<file path="src/design/lcst_pkg.sv">
// ----------------------------------------------------------------------------
// Least-connections server table package
// Command and status codes, the heartbeat reset value and the entry type
// shared by the server table design.
`default_nettype none

package lcst_pkg;

    localparam logic [2:0] CMD_REGISTER   = 3'd0;
    localparam logic [2:0] CMD_REMOVE     = 3'd1;
    localparam logic [2:0] CMD_QUERY      = 3'd2;
    localparam logic [2:0] CMD_PICK       = 3'd3;
    localparam logic [2:0] CMD_DISCONNECT = 3'd4;
    localparam logic [2:0] CMD_TICK       = 3'd5;

    localparam logic [1:0] ST_OK        = 2'd0;
    localparam logic [1:0] ST_NOT_FOUND = 2'd1;
    localparam logic [1:0] ST_FULL      = 2'd2;
    localparam logic [1:0] ST_EMPTY     = 2'd3;

    localparam logic [7:0] HEARTBEAT_RESET = 8'd3;

    typedef struct packed {
        logic [15:0] id;
        logic [31:0] ip;
        logic [47:0] ports;
        logic [15:0] clients;
        logic [7:0]  heartbeat;
    } entry_t;

endpackage

`default_nettype wire

</file>
<file path="src/design/least_connections_server_table_core.sv">
// ----------------------------------------------------------------------------
// Least-connections server table
// Table of servers in insertion order with a sequential scan engine.
// ----------------------------------------------------------------------------
// A command beat is taken when start is high and busy is low. The engine then
// walks the table through a single read port of the entry memory and a single
// write port, reading each entry in S_READ and evaluating it in S_EVAL.
// After the scan come the write-back state S_WRITE and the state S_DONE, in
// which the selected entry has been fetched, and the result beat follows in
// the next cycle. Lookups by id or IP stop at the first match; pick, remove
// and tick walk every entry, and remove and tick rewrite later entries in
// place to compact the table. Busy is high until the result beat, and a new
// command may be taken in the cycle of that beat. The result beat appears for
// one cycle with done high; the receiver cannot stall it. initial_heartbeat is
// written over the APB-style port at address 0 and reads back there. Reset
// empties the table, clears the id counter and sets initial_heartbeat to 3;
// the entry memory itself is not cleared since only entries below the count
// are ever read.
// ----------------------------------------------------------------------------
`default_nettype none

module least_connections_server_table_core
    import lcst_pkg::*;
#(
    parameter int MAX_SERVERS = 16
) (
    input  wire logic        clk,
    input  wire logic        rst_n,
    input  wire logic        psel,
    input  wire logic        penable,
    input  wire logic        pwrite,
    input  wire logic [0:0]  paddr,
    input  wire logic [31:0] pwdata,
    output logic [31:0]      prdata,
    output logic             pready,
    input  wire logic        start,
    output logic             busy,
    input  wire logic [2:0]  cmd,
    input  wire logic [31:0] server_ip,
    input  wire logic [15:0] lookup_id,
    input  wire logic [15:0] data_port,
    input  wire logic [15:0] command_port,
    input  wire logic [15:0] retran_port,
    output logic             done,
    output logic [1:0]       status,
    output logic             found,
    output logic [15:0]      out_server_id,
    output logic [31:0]      out_server_ip,
    output logic [15:0]      out_data_port,
    output logic [15:0]      out_command_port,
    output logic [15:0]      out_retran_port,
    output logic [15:0]      out_clients,
    output logic             table_empty
);

    localparam int IW = (MAX_SERVERS > 1) ? $clog2(MAX_SERVERS) : 1;
    localparam int CW = $clog2(MAX_SERVERS + 1);

    localparam logic [2:0] S_IDLE  = 3'd0;
    localparam logic [2:0] S_READ  = 3'd1;
    localparam logic [2:0] S_EVAL  = 3'd2;
    localparam logic [2:0] S_WRITE = 3'd3;
    localparam logic [2:0] S_DONE  = 3'd4;

    entry_t mem [MAX_SERVERS];
    entry_t rd_reg;

    logic [2:0]    state_reg, state_next;
    logic [CW-1:0] count_reg, count_next;
    logic [CW-1:0] ri_reg, ri_next;
    logic [CW-1:0] wi_reg, wi_next;
    logic [CW-1:0] hit_reg, hit_next;
    logic          hit_ok_reg, hit_ok_next;
    logic [15:0]   best_reg, best_next;
    logic [15:0]   next_id_reg, next_id_next;
    logic [7:0]    init_hb_reg;
    logic [2:0]    cmd_reg;
    logic [31:0]   ip_reg;
    logic [15:0]   id_reg;
    logic [47:0]   ports_reg;
    logic          removing_reg, removing_next;

    logic          we;
    logic [IW-1:0] wa;
    entry_t        wd;
    logic [IW-1:0] ra;

    logic          upd_we;
    entry_t        upd_e;

    logic          out_v_reg;
    logic [1:0]    out_st_reg;
    logic          out_f_reg;
    entry_t        out_e_reg;

    logic          cfg_wr;

    assign cfg_wr = psel && penable && pwrite;
    assign pready = 1'b1;
    assign prdata = (paddr == 1'b0) ? {24'd0, init_hb_reg} : 32'd0;
    assign busy   = (state_reg != S_IDLE);
    assign ra     = ri_reg[IW-1:0];

    always_ff @(posedge clk)
    begin
        rd_reg <= mem[ra];
        if (we)
        begin
            mem[wa] <= wd;
        end
        else if (upd_we)
        begin
            mem[hit_reg[IW-1:0]] <= upd_e;
        end
    end

    always_ff @(posedge clk)
    begin
        if (start && !busy)
        begin
            cmd_reg   <= cmd;
            ip_reg    <= server_ip;
            id_reg    <= lookup_id;
            ports_reg <= {data_port, command_port, retran_port};
        end
    end

    // The scan: S_READ issues a read at ri, S_EVAL looks at the entry.
    always_comb
    begin
        state_next    = state_reg;
        count_next    = count_reg;
        ri_next       = ri_reg;
        wi_next       = wi_reg;
        hit_next      = hit_reg;
        hit_ok_next   = hit_ok_reg;
        best_next     = best_reg;
        next_id_next  = next_id_reg;
        removing_next = removing_reg;
        we            = 1'b0;
        wa            = wi_reg[IW-1:0];
        wd            = rd_reg;
        unique case (state_reg)
            S_IDLE:
            begin
                if (start)
                begin
                    ri_next       = '0;
                    wi_next       = '0;
                    hit_ok_next   = 1'b0;
                    removing_next = 1'b0;
                    state_next    = (count_reg == '0) ? S_WRITE : S_READ;
                end
            end
            S_READ:
            begin
                state_next = S_EVAL;
            end
            S_EVAL:
            begin
                case (cmd_reg) inside
                    CMD_REGISTER:
                    begin
                        if (!hit_ok_reg && rd_reg.ip == ip_reg)
                        begin
                            hit_ok_next = 1'b1;
                            hit_next    = ri_reg;
                        end
                    end
                    CMD_REMOVE:
                    begin
                        if (removing_reg)
                        begin
                            we      = 1'b1;
                            wa      = wi_reg[IW-1:0];
                            wi_next = wi_reg + 1'b1;
                        end
                        else if (rd_reg.id == id_reg)
                        begin
                            removing_next = 1'b1;
                            hit_ok_next   = 1'b1;
                            wi_next       = ri_reg;
                        end
                    end
                    CMD_QUERY, CMD_DISCONNECT:
                    begin
                        if (!hit_ok_reg && rd_reg.id == id_reg)
                        begin
                            hit_ok_next = 1'b1;
                            hit_next    = ri_reg;
                        end
                    end
                    CMD_PICK:
                    begin
                        if (!hit_ok_reg || rd_reg.clients < best_reg)
                        begin
                            hit_ok_next = 1'b1;
                            hit_next    = ri_reg;
                            best_next   = rd_reg.clients;
                        end
                    end
                    CMD_TICK:
                    begin
                        if (rd_reg.heartbeat != 8'd0)
                        begin
                            we           = 1'b1;
                            wa           = wi_reg[IW-1:0];
                            wd.heartbeat = rd_reg.heartbeat - 8'd1;
                            wi_next      = wi_reg + 1'b1;
                        end
                    end
                    default:
                    begin
                    end
                endcase
                ri_next    = ri_reg + 1'b1;
                state_next = (ri_reg + 1'b1 >= count_reg) ? S_WRITE : S_READ;
                if ((cmd_reg == CMD_QUERY || cmd_reg == CMD_DISCONNECT
                     || cmd_reg == CMD_REGISTER) && hit_ok_next)
                begin
                    state_next = S_WRITE;
                end
                if (cmd_reg > CMD_TICK)
                begin
                    state_next = S_WRITE;
                end
                if (state_next == S_WRITE)
                begin
                    ri_next = hit_next;
                end
            end
            S_WRITE:
            begin
                state_next = S_DONE;
                case (cmd_reg)
                    CMD_REGISTER:
                    begin
                        if (!hit_ok_reg && count_reg < CW'(MAX_SERVERS))
                        begin
                            we           = 1'b1;
                            wa           = count_reg[IW-1:0];
                            wd.id        = next_id_reg;
                            wd.ip        = ip_reg;
                            wd.ports     = ports_reg;
                            wd.clients   = 16'd0;
                            wd.heartbeat = init_hb_reg;
                            count_next   = count_reg + 1'b1;
                            next_id_next = next_id_reg + 16'd1;
                        end
                    end
                    CMD_REMOVE:
                    begin
                        if (hit_ok_reg)
                        begin
                            count_next = count_reg - 1'b1;
                        end
                    end
                    CMD_TICK:
                    begin
                        count_next = wi_reg;
                    end
                    default:
                    begin
                    end
                endcase
            end
            S_DONE:
            begin
                state_next = S_IDLE;
            end
            default:
            begin
                state_next = S_IDLE;
            end
        endcase
    end

    // In-place updates of the hit entry. rd_reg in S_DONE holds the hit entry,
    // as ri was pointed at it on leaving the scan.
    always_comb
    begin
        upd_we = 1'b0;
        upd_e  = rd_reg;
        if (state_reg == S_DONE && hit_ok_reg)
        begin
            case (cmd_reg)
                CMD_REGISTER:
                begin
                    upd_we = 1'b1;
                    if (rd_reg.heartbeat != 8'hFF)
                    begin
                        upd_e.heartbeat = rd_reg.heartbeat + 8'd1;
                    end
                end
                CMD_PICK:
                begin
                    upd_we = 1'b1;
                    if (rd_reg.clients != 16'hFFFF)
                    begin
                        upd_e.clients = rd_reg.clients + 16'd1;
                    end
                end
                CMD_DISCONNECT:
                begin
                    upd_we = 1'b1;
                    if (rd_reg.clients != 16'd0)
                    begin
                        upd_e.clients = rd_reg.clients - 16'd1;
                    end
                end
                default:
                begin
                end
            endcase
        end
    end

    always_ff @(posedge clk or negedge rst_n)
    begin
        if (!rst_n)
        begin
            state_reg    <= S_IDLE;
            count_reg    <= '0;
            ri_reg       <= '0;
            wi_reg       <= '0;
            hit_reg      <= '0;
            hit_ok_reg   <= 1'b0;
            best_reg     <= '0;
            next_id_reg  <= '0;
            removing_reg <= 1'b0;
            init_hb_reg  <= HEARTBEAT_RESET;
            out_v_reg    <= 1'b0;
        end
        else
        begin
            state_reg    <= state_next;
            count_reg    <= count_next;
            ri_reg       <= ri_next;
            wi_reg       <= wi_next;
            hit_reg      <= hit_next;
            hit_ok_reg   <= hit_ok_next;
            best_reg     <= best_next;
            next_id_reg  <= next_id_next;
            removing_reg <= removing_next;
            out_v_reg    <= (state_reg == S_DONE);
            if (cfg_wr && paddr == 1'b0)
            begin
                init_hb_reg <= pwdata[7:0];
            end
        end
    end

    // Registered result fields.
    always_ff @(posedge clk)
    begin
        if (state_reg == S_WRITE && cmd_reg == CMD_REGISTER && !hit_ok_reg)
        begin
            out_e_reg.id      <= next_id_reg;
            out_e_reg.ip      <= ip_reg;
            out_e_reg.ports   <= ports_reg;
            out_e_reg.clients <= 16'd0;
        end
        if (state_reg == S_WRITE)
        begin
            out_f_reg  <= 1'b0;
            out_st_reg <= ST_OK;
            case (cmd_reg) inside
                CMD_REGISTER:
                begin
                    if (hit_ok_reg || count_reg < CW'(MAX_SERVERS))
                    begin
                        out_f_reg <= 1'b1;
                    end
                    else
                    begin
                        out_st_reg <= ST_FULL;
                    end
                end
                CMD_REMOVE, CMD_DISCONNECT:
                begin
                    if (!hit_ok_reg)
                    begin
                        out_st_reg <= ST_NOT_FOUND;
                    end
                end
                CMD_QUERY:
                begin
                    if (hit_ok_reg)
                    begin
                        out_f_reg <= 1'b1;
                    end
                    else
                    begin
                        out_st_reg <= ST_NOT_FOUND;
                    end
                end
                CMD_PICK:
                begin
                    if (hit_ok_reg)
                    begin
                        out_f_reg <= 1'b1;
                    end
                    else
                    begin
                        out_st_reg <= ST_EMPTY;
                    end
                end
                default:
                begin
                end
            endcase
        end
        if (state_reg == S_DONE && hit_ok_reg)
        begin
            out_e_reg <= rd_reg;
        end
    end

    assign done             = out_v_reg;
    assign status           = out_st_reg;
    assign found            = out_f_reg;
    assign out_server_id    = out_f_reg ? out_e_reg.id : 16'd0;
    assign out_server_ip    = out_f_reg ? out_e_reg.ip : 32'd0;
    assign out_data_port    = out_f_reg ? out_e_reg.ports[47:32] : 16'd0;
    assign out_command_port = out_f_reg ? out_e_reg.ports[31:16] : 16'd0;
    assign out_retran_port  = out_f_reg ? out_e_reg.ports[15:0] : 16'd0;
    assign out_clients      = out_f_reg ? out_e_reg.clients : 16'd0;
    assign table_empty      = (count_reg == '0);

    a_count_bound: assert property (@(posedge clk) disable iff (!rst_n)
        count_reg <= CW'(MAX_SERVERS))
        else $error("entry count exceeds table size");

    a_done_after_idle: assert property (@(posedge clk) disable iff (!rst_n)
        done |-> state_reg == S_IDLE)
        else $error("result beat while engine busy");

    a_found_ok: assert property (@(posedge clk) disable iff (!rst_n)
        done && found |-> status == ST_OK)
        else $error("found with error status");

endmodule

`default_nettype wire
</file>
<file path="config.mk">
export PLATFORM = sky130hd
export DESIGN_NAME = least_connections_server_table_core
export DESIGN_NICKNAME = d
export VERILOG_FILES = /design/src/design/lcst_pkg.sv /design/src/design/least_connections_server_table_core.sv
export SDC_FILE = /design/constraint.sdc
export NUM_CORES = 2
export LEC_CHECK = 0
export BUFFER_PORTS_ARGS = -buffer_cell sky130_fd_sc_hd__buf_2
export CAP_MARGIN = 15
export CELL_PAD_IN_SITES_DETAIL_PLACEMENT = 1
export CELL_PAD_IN_SITES_GLOBAL_PLACEMENT = 1
export CORE_ASPECT_RATIO = 0.75
export CORE_MARGIN = 5
export CORE_UTILIZATION = 49
export DETAILED_ROUTE_END_ITERATION = 10
export HOLD_SLACK_MARGIN = 0.06
export PLACE_DENSITY_LB_ADDON = 0.12
export SYNTH_ARGS = -nofsm -noshare
export SYNTH_HDL_FRONTEND = slang
export SYNTH_SLANG_ARGS = --single-unit
</file>
<file path="constraint.sdc">
create_clock -name clk -period 14.6 [get_ports clk]
set_clock_uncertainty 0.1 [all_clocks]
set_input_delay 0.73 -clock clk [delete_from_list [all_inputs] [get_ports clk]]
set_output_delay 0.73 -clock clk [all_outputs]
set_load 0.01 [all_outputs]
</file>
==> PnR_summary.wiki <==
{| class="wikitable"
! Metric !! Value
|-
| Layout Cell Area excl Fill || a little over 100000 µm²
|-
| Antenna violations before repair || 8
|-
| Share of cells above drive strength 1 || 0.257
|-
| Maximum number of pins on one net before global-route repair || 137
|-
| Max-cap viol count || 0
|-
| Synthesis-to-finish area growth || 14.0%
|-
| Reg2reg setup slack || 7950 ps
|-
| Post-synthesis async set-or-reset flop share || 0.0284
|-
| Top achievable clock speed || about 0.15 GHz
|-
| Count of pins on the block boundary || just under 300
|-
| Number of iterations in the first detailed-routing pass || 5
|-
| Power per cell area || around 170 nW/µm²
|-
| Total number of placement rows || 136
|-
| Die Wd || a little over 500 µm
|-
| Total count of max-transition violations in the final report || 0
|-
| Post-DP HPWL || between 100000 and 150000 µm
|-
| Post-CTS Resized || 0
|-
| Number of flip-flops in the largest register || 1920
|-
| H-tree Lvls || 4
|-
| Data arrival time at the worst-slack endpoint || 7000 ps
|-
| Dominant register cell in the synthesized netlist || sky130_fd_sc_hd__edfxtp_1
|-
| Number of flops mapped to enable cells by yosys || ~2100
|-
| Cell area after placement || approximately 94000 µm²
|-
| Wire length of the first global-routing pass || 335000 µm
|-
| CP startpoint kind || register
|-
| Slew at the pin with the worst max-slew slack || 1130 ps
|-
| CTS sink cnt || approximately 2300
|-
| Average wire per cell in the routed design || about 30 µm
|-
| Number of nets in the final layout || slightly above 5000
|-
| Gate count after technology mapping || approximately 4600
|-
| Path depth of the worst reg2reg path || 11
|-
| Clock Tree Buf Depth || 3
|-
| Crit Reg-Reg Startpoint || cmd_reg[2]
|-
| Worst setup path endpoint || mem[5][80]
|-
| HP Class || input port to async pin
|-
| Final period util || 0.455
|-
| Outcome || completed
|-
| Final setup TNS || 0 ps
|-
| Tot GR Track Use || 0.239
|-
| Biggest fanout along the worst timing path || 46
|-
| Setup Viol. Count Final || 0
|-
| Drt via density || just under 6
|-
| Max-Slew Margin vs Limit || 0.246
|-
| Detail Route Antenna Nets || 0
|-
| YS warnings || 0
|-
| Static leakage || around 34 nW
|-
| Clk slew on worst S/H paths || ~70 ps
|-
| Post-Synthesis Mean Instance Area || 19.8 µm²
|-
| Worst setup path class || register to register
|-
| Port Buf Inserts || between 200 and 250
|-
| Iter 0 DRT Violations || between 4000 and 5000
|-
| DR DRC count || 0
|-
| Worst skew pair latency || 830 ps
|-
| GRT Residual Overflow || 0
|-
| Overall die area || a little under 200000 µm²
|-
| Vias in the first global route || around 48000
|-
| Worst vdd rail ir drop || between 0.09 and 0.1 mV
|-
| TritonCTS buffer count || 217
|-
| Root buf cell || sky130_fd_sc_hd__clkbuf_16
|-
| Y dimension of the die || approximately 380 µm
|-
| Type of destination of the critical path || register
|-
| Placeable Area || between 150000 and 200000 µm²
|-
| Detailed-route via count || about 45000
|-
| CTS tree || yes
|-
| Sequential share of the synthesized area || 0.758
|-
| CP Data Required Time || roughly 15000 ps
|-
| Combined area of all synthesized cells || ~90000 µm²
|-
| Effective utilization at floorplan || 0.492
|-
| Most frequent cells in the layout || sky130_fd_sc_hd__edfxtp_1, sky130_fd_sc_hd__nand2_1, sky130_fd_sc_hd__mux4_2
|-
| Final GP Congestion || 0.789
|-
| RSZ-0062 raised after global routing || false
|-
| End of the worst register-to-register path || mem[5][80]
|-
| Number of storage elements in the synthesis netlist || around 2300
|-
| Hold Violations, Final || 0
|-
| Crit path launch || cmd_reg[2]
|-
| Number of distinct library cells after synthesis || 76
|-
| Final critical delay including setup and external delays || 6650 ps
|-
| Final wirelength || approximately 230000 µm
|-
| Most common cell after layout, fill and taps aside || sky130_fd_sc_hd__edfxtp_1
|}
[area by class of cell]
type                       count  area, µm²
timing repair buffer         445       3200
fill                       15900      80400
tap                         2415       3020
sequential                  2320      68200
inverter                      43        161
clock buffer                 284       6040
clock inverter               123       1150
multi-input combinational   1956      20800
antenna                        4       10.0
[where the power goes]
group,internal (W),switching [W],total [W]
Clock,0.00326,0.00246,0.00572
Combinational,0.00131,0.00182,0.00313
Sequential,0.00823,0.000331,0.00856
[worst max-delay path, stage by stage (launching register included)]
cell	delay, ps
sky130_fd_sc_hd__edfxtp_1	320
sky130_fd_sc_hd__buf_4	250
sky130_fd_sc_hd__or3_1	220
sky130_fd_sc_hd__or3_1	360
sky130_fd_sc_hd__or2_4	680
sky130_fd_sc_hd__buf_4	830
sky130_fd_sc_hd__a21oi_1	240
sky130_fd_sc_hd__o21ai_2	360
sky130_fd_sc_hd__nand2_1	320
sky130_fd_sc_hd__nor2_4	850
sky130_fd_sc_hd__buf_4	770
sky130_fd_sc_hd__buf_4	780
[per-stage QoR]
| stage | total power [W] | hold slack [ps] | util | setup slack, ps | cells |
|---|---|---|---|---|---|
| floorplan | 0.0108 | 334 | - | 29.0 | 4575 |
| global placement | 0.0117 | 369 | 0.515 | 7900 | 7062 |
| detailed placement | 0.0118 | 376 | 0.515 | 7830 | 7062 |
| CTS | 0.0176 | 67.0 | 0.560 | 7820 | 7576 |
| global route | 0.0182 | 153 | 0.561 | 7680 | 7587 |
| finish | 0.0174 | 163 | 0.561 | 7950 | 7590 |
[timing repair]
action / CTS / global route
setup endpoints to repair: 0 / 0
endpoints found under the hold margin: 113 / 1
hold buffers: 107 / 1
setup buffers: 0 / 0
[how the worst min path moves through the flow]
| stage | depth (start not counted) | to | slack (ps) |
|---|---|---|---|
| after floorplan | 0 | best_reg[0] | 330 |
| after global placement | 1 | best_reg[12] | 370 |
| after detailed placement | 1 | best_reg[12] | 380 |
| after CTS | 1 | id_reg[5] | 70 |
| after global routing | 2 | best_reg[13] | 150 |
| final | 2 | best_reg[13] | 160 |
[cell usage after synthesis (all sizes together), types with 9 or more instances]
cell    count  area (µm²)
nor2b      14        87.6
a31oi      10        62.6
ha         30         375
and2      120         751
clkbuf    174         653
nand3      26         130
edfxtp   2134       64100
nand2b      9        56.3
inv        43         161
nor3       24         120
xor2       14         123
nand4      26         169
nand2     642        2410
o21ai      55         279
mux4      600       13500
mux2       25         282
dfrtp      64        1600
xnor2      62         543
buf        82         420
nor2       86         323
nor4       13        87.6
dfxtp     120        2400
a21oi      53         265
and3       22         138
[cell families after synthesis]
| logic type | synth area share |
|---|---|
| compound gates | 0.0127 |
| xor+xnor | 0.00740 |
| fa+ha+maj | 0.00440 |
| buf+inv | 0.0137 |
| flops | 0.758 |
| mux | 0.154 |
| other cells | 0.0000835 |
| simple gates | 0.0501 |
[per-layer routing]
layer | GRT usage | wire [µm] | up-vias
met5 | 0 | 13 | -
met4 | 0.0608 | 5520 | 2
met3 | 0.0378 | 13100 | 324
met2 | 0.392 | 113000 | 1420
met1 | 0.339 | 96400 | 24500
li1 | - | - | 19000
Note: power is estimated with default switching activity, not from simulation.
